--- src/hdl/fcf_pkg.sv ---
// ----------------------------------------------------------------------------
// fcf_pkg: shared types and constants
// Widths, register indexes and the control struct of the FIR convolution block.
// ----------------------------------------------------------------------------
package fcf_pkg;

  localparam int MAX_TAPS_DEF = 8;   // default tap count ceiling (2..8)
  localparam int SAMPLE_W     = 16;
  localparam int TAP_W        = 16;
  localparam int PROD_W       = SAMPLE_W + TAP_W;
  localparam int ACC_W        = 35;
  localparam int CFG_W        = 64;
  localparam int CFG_IDX_W    = 2;
  localparam int TAP_COUNT_W  = 4;
  localparam int IN_TDATA_W   = 16;
  localparam int OUT_TDATA_W  = 40;
  localparam int FIFO_DEPTH   = 4;   // output queue entries, also the credit limit

  typedef enum logic [CFG_IDX_W-1:0] {
    CFG_TAPS_LOW  = 2'd0,
    CFG_TAPS_HIGH = 2'd1,
    CFG_TAP_COUNT = 2'd2
  } cfg_reg_t;

  // Control that travels with one beat down the pipeline
  typedef struct packed {
    logic valid;
    logic last;
  } beat_ctl_t;

endpackage

--- src/hdl/fcf_fifo.sv ---
// ----------------------------------------------------------------------------
// fcf_fifo: output queue
// Small register queue that holds finished results until the sink takes them.
// ----------------------------------------------------------------------------
module fcf_fifo #(
  parameter int WIDTH = fcf_pkg::ACC_W + 1,
  parameter int DEPTH = fcf_pkg::FIFO_DEPTH
) (
  input  logic             clk,
  input  logic             rst,
  input  logic             wr,
  input  logic [WIDTH-1:0] wdata,
  input  logic             rd,
  output logic             not_empty,
  output logic [WIDTH-1:0] rdata
);

  localparam int AW = (DEPTH > 1) ? $clog2(DEPTH) : 1;
  localparam int CNT_W = $clog2(DEPTH + 1);

  logic [WIDTH-1:0] mem [DEPTH];
  logic [AW-1:0]    wptr;
  logic [AW-1:0]    rptr;
  logic [CNT_W-1:0] count;

  assign not_empty = (count != '0);
  assign rdata     = mem[rptr];

  always_ff @(posedge clk) begin
    if (rst) begin
      wptr  <= '0;
      rptr  <= '0;
      count <= '0;
    end else begin
      if (wr) begin
        wptr <= (wptr == AW'(DEPTH - 1)) ? '0 : wptr + AW'(1);
      end
      if (rd) begin
        rptr <= (rptr == AW'(DEPTH - 1)) ? '0 : rptr + AW'(1);
      end
      count <= count + CNT_W'(wr) - CNT_W'(rd);
    end
  end

  always_ff @(posedge clk) begin
    if (wr) begin
      mem[wptr] <= wdata;
    end
  end

endmodule

--- config.mk ---
export PLATFORM = sky130hd
export DESIGN_NAME = fcf_fifo
export DESIGN_NICKNAME = d
export VERILOG_FILES = /design/src/hdl/fcf_pkg.sv /design/src/hdl/fcf_fifo.sv
export SDC_FILE = /design/constraint.sdc
export NUM_CORES = 1
export LEC_CHECK = 0
export BUFFER_PORTS_ARGS = -buffer_cell sky130_fd_sc_hd__buf_2
export CAP_MARGIN = 5
export CELL_PAD_IN_SITES_DETAIL_PLACEMENT = 0
export CELL_PAD_IN_SITES_GLOBAL_PLACEMENT = 2
export CORE_ASPECT_RATIO = 1.5
export CORE_UTILIZATION = 40
export DETAILED_ROUTE_END_ITERATION = 8
export PLACE_DENSITY_LB_ADDON = 0.2
export SETUP_SLACK_MARGIN = 0.15
export SYNTH_ARGS = -nofsm -noshare
export SYNTH_HDL_FRONTEND = slang
export SYNTH_SLANG_ARGS = --single-unit
--- constraint.sdc ---
create_clock -name clk -period 2.05 [get_ports clk]
set_clock_uncertainty 0.15 [all_clocks]
set_input_delay 0.1025 -clock clk [delete_from_list [all_inputs] [get_ports clk]]
set_output_delay 0.1025 -clock clk [all_outputs]
set_load 0.02 [all_outputs]
Yosys cells after proc, flatten, opt, wreduce, memory -nomap -nowiden
Memory sizes are Yosys's and may differ from the RTL's. A register that Yosys moved wholly into a read port is not among the register bits. Index checks and enable logic that the tools add are counted.

Add/subtract/negate cells: 4. Equality and inequality tests: 2. Multiplexer cells: 6. Reduce and logical (&&, ||, !) cells: 1.

Operators by type and width (count): two-way mux 2 bit (4); adder 2 x 1 -> 2 bit (second input constant) (2); equality test 2 bit (second input constant) (2); adder 3 x 1 -> 3 bit (1); nonzero test 3 bit (1); subtractor 3 x 1 -> 3 bit (1); two-way mux 1 bit (2).

Register bits: 7. Bits in writable memories: 144. Input port bits: 40. Logic and storage cells: 17. Memories kept: 1.

Memory list: mem (depth 4, bits a word 36, read ports 1, clocked after Yosys merged registers in 1, write ports 1, line fcf_fifo.sv:21) `logic [WIDTH-1:0] mem [DEPTH];`.

Depth between registers and ports, before layout
Depth after elaboration: 4. Gate-level depth with buffers: 8. Gate-level depth less buffers: 8.

Worst setup path before layout
Ideal clock, no wire load.

Kind: reg-to-reg. Start point: register wptr[0]. End point: memory mem[2][0] (netlist name) (enable). Setup time: 0.397 ns. Arrival time: 1.417 ns. Required time: 1.503 ns. Slack: 0.086 ns. Stages on the path, launching flop included: 4. Buffers on the path: 0. Cell sequence: dfxtp_1 > inv_1 > ha_1 > and2_1.

RTL lines: from (decl) (line fcf_fifo.sv:22) `logic [AW-1:0] wptr;`; from (signal assigned) (line fcf_fifo.sv:36) `wptr <= (wptr == AW'(DEPTH - 1)) ? '0 : wptr + AW'(1);`; to (decl) (line fcf_fifo.sv:21).

Straight into the memory's write port.

==> metrics list <==
- After floorplanning, the core was sized to cover 13930 sq um.
- After clock tree synthesis, the clock-pin slew on the worst setup and hold paths is 60 ps.
* Setup repair after global routing missed its margin: true
* Post-layout utilization of the core: 54.71%
- The critical path in this run is classified as flop to output port.
- After floorplanning, the core was divided into 53 placement rows.
- Pin count of the biggest net entering global routing: 21
- Summed over all layers, the routed wires come to 10.14 mm.
- Total congestion overflow after global routing: 0
- The number of endpoints with negative hold slack in the final report is 0.
- Number of buffers on the longest clock path: 2
* Filler cell count in the final layout: 1115
- Using the TritonRoute via totals, the vias-per-cell ratio works out to 4.969.
- In this run the tightest slew margin relative to its limit is 75.29%.
- In this run the number of H-tree levels came out at 4.
- Adding up every negative setup slack in the final design gives 0 ps.
- Category of the worst setup path capture point: output port
- Worst hold path type: primary input to flop
* Post-synthesis sequential area ratio: 79.16%
- The synthesized netlist contains 20 unique library cells.
- IR analysis of the VDD net gives a maximum drop of 528.6 uV.
- Cell count after synthesis: 229
* Worst stage delay on the critical path: 530 ps
- Area growth, synth to finish: 33.88%
- 0 antenna diodes ended up in the layout.
- Buffers & Inverters on Critical Path: 2
* Fraction of post-synthesis cell area in the top cell type by area: 75.99%
- Synthesized Nets: 277
* CTS tree: yes
* Synth Warn #: 0
* Mapped Avg Cell Area: 24.85 sq um
- Summed over all cells, the static leakage comes to 0.002675 uW.
* Horizontal die dimension: 99.39 microns
- Via count: 2713
- 77 I/O pins were placed.
- Slew at the pin closest to its max-slew limit: 370.6 ps
* HPWL after DPL: 6.162 mm
* Area of the multi-input gates: 1059 sq um
* Achievable Freq: 0.5024 GHz
- Die height: 148.1 microns
- Max-slew violation count: 0
- Number of iterations in the first detailed-routing pass: 4
- Detail-routed net length per standard cell: 18.57 microns
- After the first detailed-routing iteration, the DRC count stood at 80.
- The via count of the first global-routing pass came to 3033.
- Clk Latency, worst-skew pair: 400 ps
* Highest fanout seen on the critical path: 20
* Share of layout cells above drive strength 1: 43.04%
- Antenna violations before repair: 0
- The synthesized design contains 153 register bits.
- For this design, the sink count on the clock tree is 153.
- Top area cells in the synthesized netlist: edfxtp_1, mux4_2, dfxtp_1
* Critical path's top delay family: multiplexers
- Number of antenna-violating nets in the routed design: 0
* # Max-Cap Violations: 0
* Part of the cycle the worst path needs: 97.10%
* Crit-path cells: buf_12 > mux4_2 > buf_2
- The die covers 14720 sq um.
* Data arrival, critical path: 1740 ps
- The mapped netlist covers 5690 sq um.
* Cell taking the most area after synthesis: edfxtp_1
- Register area: 4509 sq um
- Routability congestion estimate: 0.6838
* DRC: 0
- The smallest clock period supported by the final layout is computed as 1991 ps.
- After the last flow step, the layout net total stands at 417.
- Wire length of the first global-routing pass: 15.88 mm
- Cell with the largest stage delay on the worst path: mux4_2
- Total routing resource utilization after global routing: 15.02%
- For the worst setup path, the data required time is 1800 ps.
* Final-report setup violation count: 0
- Run status: completed
* Clock root buffer: clkbuf_16
- Dividing total power by cell area gives a power density of 1018 nW/um^2.
- Counting the buffers created by CTS gives 17.
- Port buffering added 76 buffers.
- For this configuration, the core starts out at a cell density of 40.86%.
* Worst setup SP type: flop
## kinds of logic (layout without fill, tap and decap cells)
logic type	Yosys count	count (layout)	synth area share, %
AND/OR/NAND/NOR	14	14	1.451
XOR/XNOR	1	1	0.3958
adder cells (fa/ha/maj)	8	8	1.891
flip-flops	153	153	79.16
AO/OA/AOI/OAI	2	2	0.1759
multiplexers	38	38	15.00
buffers and inverters	13	165	1.935
## stage by stage
step                      hold slack (ps)  cell area (sq um)  instances  worst slack (ps)  total power [uW]
final                               293.9               7619        546             59.43              7757
after floorplan                     19.19               5695        229             410.0              4142
after global placement              165.5               6384        474             355.9              4401
after global routing                289.0               7619        546            -7.810              8017
after CTS                           281.1               7497        546             21.64              7763
after detailed placement            171.1               6384        474             355.3              4413
## worst paths after layout
| path | slack (ps) | to | startpoint | cells past startpoint |
|---|---|---|---|---|
| worst max-delay path | 60 | rdata[7] | flop | 3 |
| worst max register to register | 350 | count[2] | count[0] | 8 |
| worst min register to register | 360 | flop | rptr[0] | 2 |
| worst min-delay path | 290 | mem[1][14] | wdata[14] | 2 |
## power breakdown
group          total, uW  leakage, uW  internal [uW]  switching (uW)
logic                909     0.000975            483             426
registers           3610      0.00140           3570            43.9
clock network       3240     0.000301           2040            1200
## synthesized netlist by cell type
cell / count
buf_12: 3
or3b_2: 2
ha_1: 7
edfxtp_1: 144
nand2b_1: 2
nor2_1: 4
or3_1: 1
mux4_2: 30
fa_1: 1
dfxtp_1: 9
buf_6: 1
and2_1: 4
buf_2: 3
inv_1: 5
xnor3_1: 1
a21oi_1: 2
nor2b_1: 1
mux4_1: 6
clkbuf_2: 1
mux2i_1: 2
## layout make-up
class	count	area share (%)
clock inverter	14	2.595
clock buffer	17	5.584
inverter	5	0.2463
sequential	153	59.19
tap	165	2.710
timing repair buffer	129	15.78
multi-input combinational	63	13.89
## cell usage in the layout, fill, tap and decap left out, drive strengths merged
master,count
edfxtp,144
buf,90
dlygate4sd3,39
mux4,36
clkbuf,17
dfxtp,9
ha,7
inv,7
clkinv,7
and2,4
nor2,4
bufinv,4
or3b,2
nand2b,2
a21oi,2
mux2i,2
or3,1
nor2b,1
xnor3,1
fa,1
clkinvlp,1
## routing by layer
layer / vias up / share of wire (%) / global-route usage (%) / wire [microns]
met2: 47 / 55 / 26.56 / 5568
met5: - / 0 / 0 / 0
met3: 9 / 2.8 / 3.336 / 283
met1: 1414 / 41 / 17.51 / 4141
li1: 1243 / - / - / -
met4: 0 / 1.4 / 6.397 / 143
## worst reg2reg max path: cells and delay by family (launching register included)
kind | cells | cell delay, ps
fa+ha+maj | 3 | 740
flops | 1 | 320
xor+xnor | 1 | 200
buf+inv | 3 | 140
simple gates | 1 | 40
## registers in the layout, summed over array words and instances, names as in the netlist, named ones only
name	cells
mem	144
count	3
rptr	2
wptr	2
## what timing repair did
| item | CTS | global route |
|---|---|---|
| setup buffers | 1 | 0 |
| hold endpoints to repair | 153 | 0 |
| cloned | 1 | 0 |
| resized for setup | 18 | 54 |
| hold buffers | 39 | 0 |
| pin swaps | 0 | 0 |
| setup endpoints to repair | 36 | 36 |
Power figures use the tool's default switching activity.
