File: src/hdl/fcf_pkg.sv
// ----------------------------------------------------------------------------
// fcf_pkg: shared types and constants
// Widths, register indexes and the control struct of the FIR convolution block.
// ----------------------------------------------------------------------------
package fcf_pkg;

  localparam int MAX_TAPS_DEF = 8;   // default tap count ceiling (2..8)
  localparam int SAMPLE_W     = 16;
  localparam int TAP_W        = 16;
  localparam int PROD_W       = SAMPLE_W + TAP_W;
  localparam int ACC_W        = 35;
  localparam int CFG_W        = 64;
  localparam int CFG_IDX_W    = 2;
  localparam int TAP_COUNT_W  = 4;
  localparam int IN_TDATA_W   = 16;
  localparam int OUT_TDATA_W  = 40;
  localparam int FIFO_DEPTH   = 4;   // output queue entries, also the credit limit

  typedef enum logic [CFG_IDX_W-1:0] {
    CFG_TAPS_LOW  = 2'd0,
    CFG_TAPS_HIGH = 2'd1,
    CFG_TAP_COUNT = 2'd2
  } cfg_reg_t;

  // Control that travels with one beat down the pipeline
  typedef struct packed {
    logic valid;
    logic last;
  } beat_ctl_t;

endpackage

File: src/hdl/fcf_seq.sv
// ----------------------------------------------------------------------------
// fcf_seq: delay line and tail sequencer
// Builds the sample window for each beat and shifts zeros in after a last sample.
// ----------------------------------------------------------------------------
module fcf_seq #(
  parameter int MAX_TAPS = fcf_pkg::MAX_TAPS_DEF,
  parameter int NW       = $clog2(MAX_TAPS + 1)
) (
  input  logic                                      clk,
  input  logic                                      rst,
  input  logic                                      accept,
  input  logic [fcf_pkg::SAMPLE_W-1:0]              sample,
  input  logic                                      last_sample,
  input  logic [NW-1:0]                             ntaps,
  input  logic                                      room,
  output logic                                      in_ready,
  output logic                                      issue,
  output fcf_pkg::beat_ctl_t                        ctl,
  output logic [MAX_TAPS-1:0][fcf_pkg::SAMPLE_W-1:0] window
);

  localparam int CW = $clog2(MAX_TAPS);

  logic [MAX_TAPS-2:0][fcf_pkg::SAMPLE_W-1:0] delay;
  logic                                       tail_active;
  logic [CW-1:0]                              tail_left;
  logic [fcf_pkg::SAMPLE_W-1:0]               x_in;
  logic                                       is_final;

  assign in_ready = room && !tail_active;
  assign issue    = accept || (tail_active && room);
  assign x_in     = accept ? sample : '0;
  assign is_final = accept ? (last_sample && (ntaps == NW'(1)))
                           : (tail_left == CW'(1));

  always_ff @(posedge clk) begin
    if (rst) begin
      delay       <= '0;
      tail_active <= 1'b0;
      tail_left   <= '0;
      ctl         <= '0;
    end else begin
      ctl.valid <= issue;
      ctl.last  <= issue && is_final;
      if (issue) begin
        if (is_final) begin
          delay <= '0;
        end else begin
          for (int k = MAX_TAPS - 2; k > 0; k--) begin
            delay[k] <= delay[k-1];
          end
          delay[0] <= x_in;
        end
      end
      if (accept) begin
        if (last_sample && (ntaps != NW'(1))) begin
          tail_active <= 1'b1;
          tail_left   <= CW'(ntaps - NW'(1));
        end
      end else if (issue) begin
        tail_left <= tail_left - CW'(1);
        if (is_final) begin
          tail_active <= 1'b0;
        end
      end
    end
  end

  // window is payload: newest sample in slot 0
  always_ff @(posedge clk) begin
    if (issue) begin
      window[0] <= x_in;
      for (int k = 1; k < MAX_TAPS; k++) begin
        window[k] <= delay[k-1];
      end
    end
  end

endmodule

File: config.mk
export PLATFORM = sky130hd
export DESIGN_NAME = fcf_seq
export DESIGN_NICKNAME = d
export VERILOG_FILES = /design/src/hdl/fcf_pkg.sv /design/src/hdl/fcf_seq.sv
export SDC_FILE = /design/constraint.sdc
export NUM_CORES = 1
export LEC_CHECK = 0
export BUFFER_PORTS_ARGS = -buffer_cell sky130_fd_sc_hd__buf_2
export CAP_MARGIN = 10
export CORE_MARGIN = 5
export CORE_UTILIZATION = 40
export CTS_CLUSTER_SIZE = 14
export DETAILED_ROUTE_END_ITERATION = 7
export GPL_TIMING_DRIVEN = 0
export PLACE_DENSITY = 0.58
export SLEW_MARGIN = 20
export SYNTH_ARGS = -nofsm -noshare
export SYNTH_HDL_FRONTEND = slang
export SYNTH_SLANG_ARGS = --single-unit
File: constraint.sdc
create_clock -name clk -period 14.9 [get_ports clk]
set_clock_uncertainty 0.1 [all_clocks]
set_input_delay 0.745 -clock clk [delete_from_list [all_inputs] [get_ports clk]]
set_output_delay 0.745 -clock clk [all_outputs]
set_load 0.02 [all_outputs]
Word-level counts from Yosys, hierarchy flattened

Index checks and enable logic that the tools add are counted.

Equality and inequality tests: 4
Add/subtract/negate cells: 2
Reductions and logical operators: 11
Multiplexer cells: 10

Operator list:

| cell                                                                  | number |
|---|---|
| 112-bit two-way mux                                                   | 1 |
| 16-bit two-way mux                                                    | 1 |
| 3-bit two-way mux                                                     | 3 |
| 3-bit by 1-bit subtractor with 3-bit output, second input constant    | 2 |
| 1-bit logical AND                                                     | 5 |
| 1-bit two-way mux                                                     | 5 |
| 4-bit by 1-bit equality test with 1-bit output, second input constant | 1 |
| 4-bit by 1-bit != test with 1-bit output, second input constant       | 1 |
| 2-bit nonzero test                                                    | 2 |
| 3-bit by 1-bit equality test with 1-bit output, second input constant | 1 |
| 3-bit AND reduction                                                   | 1 |
| 2-bit by 1-bit != test with 1-bit output, second input constant       | 1 |
| 2-bit AND reduction                                                   | 1 |
| 1-bit zero test                                                       | 1 |
| 1-bit logical OR                                                      | 1 |

Output and inout bits: 132
Register bits: 246
Logic and storage cells: 46
Input port bits: 25

Logic depth before layout (Yosys ltp)

Depth in word-level cells: 6
Depth in mapped cells: 8
Depth with buffers taken out: 6

Least setup slack after synthesis

Ideal clock, no wire load.

Path type: input -> output
Start: in accept
End: out issue
Path slack: 9,180 ps
Data arrival time: 4,875 ps
Data required time: 14,055 ps
Stages on the path: 4
Cell sequence: buf_4 a21oi_4 inv_2 clkbuf_1

Word-level cells in the longest chain between the ends: 1

Ends and longest elaborated chain:

| what               | line          | RTL |
|---|---|---|
| start: declaration | fcf_seq.sv:11 | `input logic accept,` |
| 1-bit logical OR   | fcf_seq.sv:31 | `assign issue = accept \|\| (tail_active && room);` |
| end: declaration   | fcf_seq.sv:17 | `output logic issue,` |

Every way passes these cells.

Final worst setup path

Start: reg tail_active
End: out issue

Word-level cells in the longest chain between the ends: 2

Ends and longest elaborated chain:

| what                     | line          | RTL |
|---|---|---|
| start: declaration       | fcf_seq.sv:25 | `logic tail_active;` |
| start signal: assignment | fcf_seq.sv:39 | `tail_active <= 1'b0;` |
| start signal: assignment | fcf_seq.sv:57 | `tail_active <= 1'b1;` |
| start signal: assignment | fcf_seq.sv:63 | `tail_active <= 1'b0;` |
| 1-bit logical AND        | fcf_seq.sv:31 |  |
| 1-bit logical OR         | fcf_seq.sv:31 |  |

Every way passes these cells.

==> run metrics <==
status=finished clean; Worst Hold Class=register to register; Die Wd=154 µm; largest cells by area after synthesis=edfxtp_1 (46%), dfxtp_1 (28%), a21oi_1 (5.8%), nand3_1 (5.8%), nand2_1 (4.6%); vias in the first global route=5350; hold buffer count at CTS=0; Fmax=331 MHz; Crit-path slowest cell=clkbuf_4; wire per inst=16.7 µm; drt first pass iters=4; Root Buffer=clkbuf_16; Starting Density=40.8%; clock-pin slew on the worst setup and hold paths=0.06 ns; Comb pwr share=7.5%; Final Hold Fails=0; fraction of layout cells with a size suffix above 1=25.7%; VDD IR-drop max=0.0807 mV; Crit path buffers/inverters=3; maximum net fanout on the critical path=49; Worst-Margin Slew=0.722 ns; top routing layer used=met4; num ports=157; DRC viols=0; routed length on met2=9070 µm; NetSw=0.331 mW; TritonCTS Buffers=25; maxcap violations=0; Tot GR Track Use=15.7%; Power, Total=1.43 mW; YS warnings=0; ANT nets after route=0; Syn Inst Count=667; # port buffers=154; Core Area=20400 µm²; largest net degree at the start of global routing=51; Primary FF master, synth=edfxtp_1; first-pass GRT wire length=29900 µm; CTS tree=done; die height=154 µm; crit-path max cell delay=0.65 ns; placed insts=1093; gpl congestion=0.788; clock power share=40.1%; Setup WS pre-CTS=11.92 ns; synthesis-stage register bit count=246; family with the most delay on the worst path=buffers and inverters; number of synthesized flops with an enable pin=128; # setup viols final=0; Leakage=3.90 nW; met1 wire length=8040 µm; initial antenna violation count=0; Mapped Area=8310 µm²; fin util=50.2%; cells along the critical path=a21oi_4 > inv_2 > clkbuf_4 > buf_2; synthesized area per cell=12.5 µm²; period utilization=20.3%; Clock Path Buffers=3; Unique masters post-synth=26; postcts setup bufs=0; Net count, final=879; routed wire length=19000 µm; Setup WS post-layout=11.88 ns; HPWL after DPL=13700 µm; Setup CP Type=register to output pin; count leader, synth=edfxtp_1; sequential-to-total area share from yosys stat=74.7%; most frequent cells after synthesis=edfxtp_1 (128), dfxtp_1 (118), nand2_1 (101); Worst setup EP type=output pin; Inserted Diodes=0; Slew Viols, Final=0; Switching Fraction=23.1%; Sum Neg Setup Slack=0 ns; post-synth top area cell=edfxtp_1; internal power=1.10 mW; Layout area overhead=23.0%; vias after detailed routing=5549; Clock Latency Late Sink=0.51 ns; syn_nets=696; Crit path arrival time=2.18 ns; Die Area=23800 µm²; CP Launch Type=register; Sequential Power Share=52.4%; Clock Sinks=246; total grt overflow=0; cts repair resizes=0; Core Rows=52; Tmin final=3.02 ns; WL met3=1660 µm; pwr/cell area=140 nW/µm²; post-synth top area share=46.2%; flop2flop setup slack=12.48 ns; async set-reset flop share out of synthesis=0%; Via-to-Cell Ratio=4.88; Crit path required time=14.06 ns; H-tree Lvls=1; Max-slew headroom=51.9%; Layout Cells excl Fill=1138; RSZ-0062 raised after global routing=no; initial DRC count=261
-- power groups by stage --
| stage | registers, mW | logic, mW | clock network [mW] |
|---|---|---|---|
| 6_report | 0.751 | 0.107 | 0.574 |
| 5_1_grt | 0.754 | 0.117 | 0.624 |
| 4_1_cts | 0.752 | 0.109 | 0.590 |
| 3_5_place_dp | 0.766 | 0.109 | 0 |
| 3_3_place_gp | 0.771 | 0.106 | 0 |
| 2_1_floorplan | 0.795 | 0.0398 | 0 |
-- per-layer routing --
| layer | global-route usage, % | up-vias |
|---|---|---|
| met5 | 0 | - |
| met4 | 3.49 | 0 |
| met1 | 20.6 | 2633 |
| met2 | 25.6 | 158 |
| met3 | 5.17 | 20 |
| li1 | - | 2738 |
-- cell usage in the layout (no fill, tap or decap), drive strengths merged --
cell type,Yosys,layout
nor2,22,22
bufinv,0,1
nor2b,1,1
a22oi,16,16
clkinvlp,0,3
buf,29,185
o22ai,1,1
clkinv,0,9
dfxtp,118,118
xnor2,1,1
a21oi,97,97
ha,4,4
mux2i,4,4
edfxtp,128,128
nand3,96,96
o21ai,1,1
nor3,1,1
a211oi,3,3
clkbuf,20,52
and2,16,16
a31oi,1,1
nor3b,2,2
inv,5,5
nand2,101,101
-- worst register-to-register path, delay by kind of cell, from the launching register on --
family,cells,cell delay [ns]
buf+inv,4,1.42
compound gates,1,0.13
flops,1,0.42
-- stage by stage --
stage	cell area (µm²)	hold WS, ns
final	10200	0.328
after global routing	10200	0.339
after CTS	10200	0.332
after detailed placement	9470	0.318
after global placement	9420	0.315
after floorplan	8310	0.308
-- kinds of logic after synthesis --
kind of cell,Yosys count,share of synthesized area (%)
fa+ha+maj,4,0.602
simple gates,239,13.0
compound gates,119,8.08
mux,4,0.482
buf+inv,54,3.09
flops,246,74.7
xor+xnor,1,0.105
-- path summary, 6_finish.rpt --
kind	start	endpoint	cells after the start
setup / recovery	tail_active$_SDFFE_PP0P_	issue	4
hold / removal	delay[99]$_SDFFE_PP0P_	window[115]$_DFFE_PP_	0
setup reg to reg	tail_active$_SDFFE_PP0P_	window[65]$_DFFE_PP_	5
hold reg to reg	delay[99]$_SDFFE_PP0P_	window[115]$_DFFE_PP_	0
-- cell type report --
cell class,instances,area (µm²)
timing repair buffer,156,818
tap,270,338
fill,1875,10100
multi-input combinational,367,1850
clock inverter,13,93.8
sequential,246,6210
buffer,49,241
clock buffer,32,662
inverter,5,18.8
-- sequential cells by signal, indices dropped and copies added (netlist names) --
register and flops:
ctl 2, tail_active 1, tail_left 3, delay 112, window 128
No activity file was read; power rests on OpenSTA's default activity.
